===== src/rtl/core/assert_macros.svh =====
// Assertion macros shared by the pattern unpacker RTL.
// No dependencies; included by files that carry concurrent checks.
`ifndef ASSERT_MACROS_SVH
`define ASSERT_MACROS_SVH

`ifndef SYNTHESIS

// ante true at an edge -> cons true at the same edge
`define TPU_ASSERT_SAME(lbl, clk, rst_n, ante, cons, msg) \
    lbl: assert property (@(posedge clk) disable iff (!rst_n) (ante) |-> (cons)) \
        else $error(msg);

// ante true at an edge -> cons true at the next edge
`define TPU_ASSERT_NEXT(lbl, clk, rst_n, ante, cons, msg) \
    lbl: assert property (@(posedge clk) disable iff (!rst_n) (ante) |=> (cons)) \
        else $error(msg);

`else

`define TPU_ASSERT_SAME(lbl, clk, rst_n, ante, cons, msg)
`define TPU_ASSERT_NEXT(lbl, clk, rst_n, ante, cons, msg)

`endif

`endif


===== src/rtl/core/tpu_pkg.sv =====
// Types and constants for the tracker pattern unpacker.
// No dependencies; used by tpu_cell_parser and the top level.
package tpu_pkg;

    localparam logic [7:0] LEAD_MASK_FLAG = 8'h80;
    localparam logic [4:0] FIELD_BITS     = 5'h1F;
    localparam logic [4:0] ALL_BUT_NOTE   = 5'h1E;
    localparam logic [7:0] NO_EFFECT_RESET = 8'hFF;

    // note sits in the low byte when packed
    typedef struct packed {
        logic [7:0] effect_param;
        logic [7:0] effect_type;
        logic [7:0] volume_column;
        logic [7:0] instrument_number;
        logic [7:0] note_value;
    } cell_t;

    typedef struct packed {
        logic [4:0] pending;
        cell_t      next_cell;
        logic       emit;
        cell_t      record;
    } parse_out_t;

endpackage


===== src/rtl/core/tracker_pattern_unpacker_core.sv =====
// Top level of the tracker pattern unpacker: input register, parser
// state, result register. Depends on tpu_pkg, tpu_cell_parser, assert_macros.svh.
//
// channel   dir  handshake                   payload
// s_axis    in   s_axis_tvalid/tready        tdata: data_byte; tuser: pattern_start
// m_axis    out  m_axis_tvalid/tready        tdata: one note record (40 bits)
// cfg       in   cfg_we                      cfg_wdata: no_effect_code
//
// One byte per cycle sustained while m_axis is ready; a cell's last byte goes
// via the input and result registers to m_axis. Parsing is done in the cycle
// between the input register and the result register. rst_n clears both valid
// flags, the parser state and sets no_effect_code to 0xFF. A stall on m_axis
// holds the result; the input register then fills and s_axis_tready drops.
`include "assert_macros.svh"

module tracker_pattern_unpacker_core
    import tpu_pkg::*;
(
    input  logic        clk,
    input  logic        rst_n,
    input  logic        s_axis_tvalid,
    output logic        s_axis_tready,
    input  logic [7:0]  s_axis_tdata,   // [7:0] data_byte
    input  logic        s_axis_tuser,   // [0] pattern_start
    output logic        m_axis_tvalid,
    input  logic        m_axis_tready,
    output logic [39:0] m_axis_tdata,   // [7:0] note_value, [15:8] instrument_number,
                                        // [23:16] volume_column, [31:24] effect_type,
                                        // [39:32] effect_param
    input  logic        cfg_we,
    input  logic [7:0]  cfg_wdata
);

    logic       in_valid_reg;
    logic [7:0] in_byte_reg;
    logic       in_start_reg;
    logic [4:0] pend_reg;
    cell_t      cell_reg;
    logic       out_valid_reg;
    cell_t      out_reg;
    logic [7:0] no_effect_reg;

    logic       process;
    parse_out_t parse;

    assign process       = in_valid_reg && (!out_valid_reg || m_axis_tready);
    assign s_axis_tready = !in_valid_reg || process;
    assign m_axis_tvalid = out_valid_reg;
    assign m_axis_tdata  = out_reg;

    tpu_cell_parser u_parser
    (
        .pending        (pend_reg),
        .cur_cell       (cell_reg),
        .pattern_start  (in_start_reg),
        .data_byte      (in_byte_reg),
        .no_effect_code (no_effect_reg),
        .result         (parse)
    );

    always_ff @(posedge clk or negedge rst_n)
    begin
        if (!rst_n)
        begin
            no_effect_reg <= NO_EFFECT_RESET;
        end
        else if (cfg_we)
        begin
            no_effect_reg <= cfg_wdata;
        end
    end

    always_ff @(posedge clk or negedge rst_n)
    begin
        if (!rst_n)
        begin
            in_valid_reg  <= 1'b0;
            out_valid_reg <= 1'b0;
            pend_reg      <= 5'd0;
            cell_reg      <= cell_t'(40'd0);
        end
        else
        begin
            if (s_axis_tready)
            begin
                in_valid_reg <= s_axis_tvalid;
            end
            if (process)
            begin
                pend_reg      <= parse.pending;
                cell_reg      <= parse.next_cell;
                out_valid_reg <= parse.emit;
            end
            else if (m_axis_tready)
            begin
                out_valid_reg <= 1'b0;
            end
        end
    end

    // payload registers, no reset
    always_ff @(posedge clk)
    begin
        if (s_axis_tready && s_axis_tvalid)
        begin
            in_byte_reg  <= s_axis_tdata;
            in_start_reg <= s_axis_tuser;
        end
        if (process && parse.emit)
        begin
            out_reg <= parse.record;
        end
    end

    // zero type with zero param only leaves when the no-effect code is zero
    `TPU_ASSERT_SAME(a_fx_subst, clk, rst_n, m_axis_tvalid && m_axis_tdata[39:24] == 16'd0, no_effect_reg == 8'd0, "zero effect without zero no-effect code")
    // an unprocessed item stays in the input register
    `TPU_ASSERT_NEXT(a_in_hold, clk, rst_n, in_valid_reg && !process, in_valid_reg && $stable(in_byte_reg) && $stable(in_start_reg), "input item lost while stalled")
    // a stalled result is kept and not overwritten
    `TPU_ASSERT_NEXT(a_out_hold, clk, rst_n, out_valid_reg && !m_axis_tready, out_valid_reg && $stable(out_reg), "result lost while stalled")
    // a pattern start always clears the partial cell
    `TPU_ASSERT_SAME(a_start_clear, clk, rst_n, process && in_start_reg && in_byte_reg[7] == 1'b0, parse.pending == ALL_BUT_NOTE && !parse.emit, "pattern start did not restart the cell")

endmodule


===== src/rtl/core/tpu_cell_parser.sv =====
// Next-state logic of the cell parser: one byte in, updated state and
// an optional finished record out. Depends on tpu_pkg.
module tpu_cell_parser
    import tpu_pkg::*;
(
    input  logic [4:0] pending,
    input  cell_t      cur_cell,
    input  logic       pattern_start,
    input  logic [7:0] data_byte,
    input  logic [7:0] no_effect_code,
    output parse_out_t result
);

    logic [4:0] pend_in;
    logic [4:0] slot_sel;
    logic [4:0] pend_after;
    logic [39:0] cell_in;
    logic [39:0] cell_after;
    logic        done;
    cell_t       rec;

    always_comb
    begin
        pend_in  = pattern_start ? 5'd0 : pending;
        cell_in  = pattern_start ? 40'd0 : cur_cell;
        slot_sel = pend_in & (~pend_in + 5'd1);
        cell_after = cell_in;
        pend_after = pend_in;
        done = 1'b0;
        if (pend_in == 5'd0)
        begin
            cell_after = 40'd0;
            if ((data_byte & LEAD_MASK_FLAG) != 8'd0)
            begin
                pend_after = data_byte[4:0] & FIELD_BITS;
                done = (pend_after == 5'd0);
            end
            else
            begin
                cell_after[7:0] = data_byte;
                pend_after = ALL_BUT_NOTE;
            end
        end
        else
        begin
            for (int i = 0; i < 5; i++)
            begin
                if (slot_sel[i])
                begin
                    cell_after[i*8 +: 8] = data_byte;
                end
            end
            pend_after = pend_in & ~slot_sel;
            done = (pend_after == 5'd0);
        end

        rec = cell_t'(cell_after);
        if (rec.effect_type == 8'd0 && rec.effect_param == 8'd0)
        begin
            rec.effect_type = no_effect_code;
        end

        result.pending   = pend_after;
        result.next_cell = done ? cell_t'(40'd0) : cell_t'(cell_after);
        result.emit      = done;
        result.record    = rec;
    end

endmodule

===== config.mk =====
export PLATFORM = sky130hd
export DESIGN_NAME = tracker_pattern_unpacker_core
export DESIGN_NICKNAME = d
export VERILOG_FILES = /design/src/rtl/core/tpu_pkg.sv /design/src/rtl/core/tracker_pattern_unpacker_core.sv /design/src/rtl/core/tpu_cell_parser.sv
export VERILOG_INCLUDE_DIRS = /design/src /design/src/rtl/core
export SDC_FILE = /design/constraint.sdc
export NUM_CORES = 1
export LEC_CHECK = 0
export BUFFER_PORTS_ARGS = -buffer_cell sky130_fd_sc_hd__buf_4
export CAP_MARGIN = 25
export CORE_MARGIN = 3
export CORE_UTILIZATION = 58
export CTS_CLUSTER_SIZE = 14
export DETAILED_ROUTE_END_ITERATION = 10
export GPL_TIMING_DRIVEN = 0
export PLACE_DENSITY = 0.8
export SETUP_SLACK_MARGIN = 0.05
export SYNTH_ARGS = -nofsm -noshare
export SYNTH_HDL_FRONTEND = slang
export SYNTH_SLANG_ARGS = --single-unit

===== constraint.sdc =====
create_clock -name clk -period 8.8 [get_ports clk]
set_input_delay 0.44 -clock clk [delete_from_list [all_inputs] [get_ports clk]]
set_output_delay 0.44 -clock clk [all_outputs]
set_load 0.01 [all_outputs]

After elaboration in Yosys (flattened, before gate mapping)
Index checks and enable logic that the tools add are counted.
{ "classes": {"bitwise": 4, "addsub": 1, "reduce_logical": 14, "muxes": 17} }
{ "op_table": {"columns": ["cell", "count"], "rows": [
  ["2-to-1 mux 40 bit", 3],
  ["2-to-1 mux 8 bit", 6],
  ["zero test 8 bit", 2],
  ["zero test 5 bit", 3],
  ["2-to-1 mux 5 bit", 3],
  ["AND 5 bit", 2],
  ["inverter 5 bit", 2],
  ["2-to-1 mux 7 bit", 1],
  ["adder 5 x 1 -> 5 bit (second input constant)", 1],
  ["logical AND 1 bit", 4],
  ["2-to-1 mux 1 bit", 4],
  ["zero test 1 bit", 2],
  ["logical OR 1 bit", 2],
  ["nonzero test 2 bit", 1]
]} }
{ "totals": {"reg_bits": 104, "word_cells": 52, "input_bits": 22, "output_inout_bits": 42} }

Depth between registers and ports, before layout
{ "depth": {"ltp_word": 9, "ltp_mapped": 8, "ltp_nobuf": 5} }

By module
From an unflattened synthesis, not the netlist that was laid out.
{ "unflattened": {"cells_unflattened": 389, "hier_area_um2": 5076.1} }
{ "modules_own_cells": {"columns": ["module", "area_per_inst_um2", "seq_area_each_um2", "cells_each", "n_inst"], "rows": [
  ["tracker_pattern_unpacker_core", 3713.6, 2857.7, 171, 1],
  ["tpu_cell_parser", 1362.6, 0.0, 218, 1]
]} }

Least setup slack after synthesis
Ideal clock, no wire load.
{ "synth_path": {"kind": "flip-flop to flip-flop", "start": "reg pend_reg[3]", "end": "reg out_reg, in the netlist m_axis_tdata[0] (enable)", "required_ps": 8363, "n_path_buf": 1, "setup_time_ps": 437, "path_slack_ps": 5254, "period_less_slack_ps": 3546, "stages_incl_launch_ff": 7, "arrival_time_ps": 3109, "path_cell_list": "dfrtp_1 -> buf_2 -> nor4_4 -> nand2_1 -> a31oi_4 -> nor2_1 -> nor2_1"} }
{ "synth_via": {"elab_chain_len": 9, "elab_cells_between_ends": 10, "classes_between": "add/sub (1); mux (2); bitwise (4); reduce/logical (3)"} }
{ "synth_rtl": {"columns": ["item", "line", "rtl"], "rows": [
  ["start, declared", "tracker_pattern_unpacker_core.sv:37", "logic [4:0] pend_reg;"],
  ["start signal, assigned", "tracker_pattern_unpacker_core.sv:90", "pend_reg <= parse.pending;"],
  ["2-to-1 mux 5 bit *", "tpu_cell_parser.sv:24", "pend_in = pattern_start ? 5'd0 : pending;"],
  ["inverter 5 bit", "tpu_cell_parser.sv:26", "slot_sel = pend_in & (~pend_in + 5'd1);"],
  ["adder 5 x 1 -> 5 bit", "tpu_cell_parser.sv:26", null],
  ["AND 5 bit", "tpu_cell_parser.sv:26", null],
  ["inverter 5 bit", "tpu_cell_parser.sv:53", "pend_after = pend_in & ~slot_sel;"],
  ["AND 5 bit", "tpu_cell_parser.sv:53", null],
  ["zero test 5 bit", "tpu_cell_parser.sv:54", "done = (pend_after == 5'd0);"],
  ["2-to-1 mux 1 bit *", "tpu_cell_parser.sv:30", "if (pend_in == 5'd0)"],
  ["logical AND 1 bit *", "tracker_pattern_unpacker_core.sv:109", "if (process && parse.emit)"],
  ["end signal, assigned", "tracker_pattern_unpacker_core.sv:111", "out_reg <= parse.record;"],
  ["end, declared", "tracker_pattern_unpacker_core.sv:40", "cell_t out_reg;"]
]} }
Mark *: on every way between the ends. The rest lies on a longest branch, timed or not.
A chain may end at the register's enable or synchronous reset.

Final worst setup path
{ "layout_path": {"start": "reg pend_reg[3]", "end": "reg out_reg, in the netlist m_axis_tdata[4] (enable)"} }
Same word-level chain as after synthesis.

==> summary.txt <==
Syn Inst Count -> 368
GR Overflow Total -> 0
Final Max Slew Viols -> 0
Detailed Place HPWL -> 7150 um
First-pass iteration count of the detailed router -> 5
Worst-Margin Slew -> 0.775 ns
Core area -> 7770 um2
DRT antenna net count -> 0
CP max FO -> 24
Most common library cells after synthesis -> a22o_1 (50), edfxtp_1 (49), dfrtp_1 (47), nor2_1 (30), nand2_1 (24)
Clock-pin slew on the worst setup and hold paths -> 0.09 ns
Synth top area cells -> edfxtp_1 (32%), dfrtp_1 (25%), a22o_1 (9.4%)
Die height -> 95.7 um
Critical Path RT -> 8.88 ns
Boundary Pins -> 64
Clk sink count -> 104
Routed vias -> 3392
Final setup violation count -> 0
Synthesized cell area -> 4660 um2
Post-synth top area cell -> edfxtp_1
Worst setup EP type -> register
Initial antenna violation count -> 0
Number of synthesized flops with an enable pin -> 49
Count leader, synth -> a22o_1
HP Class -> input port to async pin
Post-synthesis sequential area ratio -> 61.3%
Fill cells -> 586
Cts hold-fix bufs -> 0
Residual DRC -> 0
Max IR drop VDD -> 0.151 mV
Fin Clk Skew -> 0.0152 ns
Prevailing post-synth register cell -> edfxtp_1
Maxcap violations -> 0
First-pass GRT wire length -> 16900 um
LEAKAGE -> 2.22 nW
RSZ-0062 raised after global routing -> no
Dpl cell area -> 5290 um2
Synth-to-layout area growth -> 17.7%
CTS tree -> yes
Crit path arrival time -> 2.80 ns
Pin count of the biggest net entering global routing -> 56
Outcome -> finished clean
CTS buffer count -> 9
Syn Area/Cell -> 12.7 um2
Power Density -> 284 nW/um2
Post-synth cell types -> 49
Fin. Hold Viols -> 0
Setup TNS -> 0 ns
Total of flip-flops plus latches after synthesis -> 104
Design area -> 5490 um2
Rel. slew slack -> 48.0%
Vias in the first global route -> 3385
Cts repair resizes -> 0
Port Buffers -> 62
Worst-case clock buffer depth -> 2
Final Cycle Share -> 31.0%
ANT cells -> 0
Starting Density -> 60.0%
Starting DRT DRC Count -> 261
CP Class -> register to register
Post-CTS setup buffers -> 0
Vias per std cell -> 6.18
Final #Nets -> 464
Tot Pwr -> 1.56 mW
All-Layer GR Usage -> 24.7%
Wire per inst -> 19.1 um
Share of cells above drive strength 1 -> 27.3%
Critical path startpoint category -> register
Syn Nets -> 390
Num rows -> 32
Die area -> 9150 um2
Min Clock Period, post-route -> 2.73 ns
GPL Wtd Cong -> 0.928
Htree depth -> 3
Yosys top cell area share -> 31.6%
Fraction of registers with async set/reset -> 52.9%
Ys Warns -> 0
Die Width -> 95.7 um
Fmax -> 366 MHz
Wirelength, routed -> 10500 um
Clock Tree Root -> clkbuf_8
Worst skew pair latency -> 0.37 ns
Final hold slack -> 0.115 ns
worst max-delay path, stage by stage (launching register included):
cell     delay [ns]
dfrtp_1        0.37
buf_2          0.19
nor4_4         0.49
nand2_1        0.17
a31oi_4        0.33
nor2_1         0.13
nor2_4         0.48
buf_16         0.24
metal layers:
| layer | vias to the layer above | track usage, % | wire [um] |
|---|---|---|---|
| li1 | 1543 | - | - |
| met3 | 15 | 5.52 | 623 |
| met1 | 1702 | 33.5 | 4470 |
| met2 | 132 | 40.2 | 5210 |
| met5 | - | 0 | 0 |
| met4 | 0 | 7.35 | 153 |
where the power goes:
group	switching (mW)	internal [mW]	total, mW
Clock	0.165	0.135	0.300
Combinational	0.333	0.235	0.567
Sequential	0.0598	0.630	0.690
metrics by stage:
| stage | setup slack [ns] | utilization [%] | std cells |
|---|---|---|---|
| floorplan | 5.25 | - | 368 |
| global placement | 4.46 | 67.7 | 532 |
| detailed placement | 6.10 | 68.1 | 533 |
| CTS | 6.09 | 70.6 | 549 |
| global route | 5.92 | 70.6 | 549 |
| finish | 6.07 | 70.6 | 549 |
worst paths after layout:
check                                         start                        end  slack, ns  cells after the start
setup / recovery            pend_reg[3]$_DFFE_PN0P_  m_axis_tdata[4]$_DFFE_PP_       6.07                      7
hold reg to reg            cell_reg[22]$_DFFE_PN0P_   cell_reg[22]$_DFFE_PN0P_       0.51                      1
min in group clk                    s_axis_tdata[6]   in_byte_reg[6]$_DFFE_PP_       0.24                      1
max in group asynchronous                     rst_n    cell_reg[9]$_DFFE_PN0P_       8.20                      1
hold / removal                                rst_n   in_valid_reg$_DFFE_PN0N_       0.12                      1
setup reg to reg            pend_reg[3]$_DFFE_PN0P_  m_axis_tdata[4]$_DFFE_PP_       6.07                      7
cells by family after synthesis:
kind of cell,synth area share [%]
simple gates,14.2
flops,61.3
xor+xnor,0.188
compound gates,17.8
mux,2.55
fa+ha+maj,0.215
buf+inv,3.81
layout by cell type, fill, tap and decap left out, types with 6 or more instances in the layout:
| cell | n |
|---|---|
| buf_4 | 63 |
| nand3_1 | 6 |
| buf_2 | 7 |
| dfrtp_1 | 47 |
| clkbuf_8 | 9 |
| o21ai_0 | 12 |
| clkbuf_1 | 17 |
| edfxtp_1 | 49 |
| nor2_1 | 29 |
| a21oi_1 | 22 |
| buf_6 | 6 |
| dfstp_2 | 8 |
| nor3b_1 | 16 |
| nand2_1 | 24 |
| a22o_1 | 50 |
| mux2_2 | 7 |
| o22ai_1 | 8 |
area by class of cell:
type | instances | area [um2] | share of cell area (%)
Buffer | 30 | 170 | 3.10
Clock inverter | 5 | 63.8 | 1.16
Multi-Input combinational cell | 232 | 1640 | 29.8
Timing Repair Buffer | 63 | 493 | 8.99
Inverter | 2 | 7.51 | 0.137
Tap cell | 102 | 128 | 2.33
Clock buffer | 11 | 131 | 2.39
Sequential cell | 104 | 2860 | 52.1
Note: power is estimated with default switching activity, not from simulation.
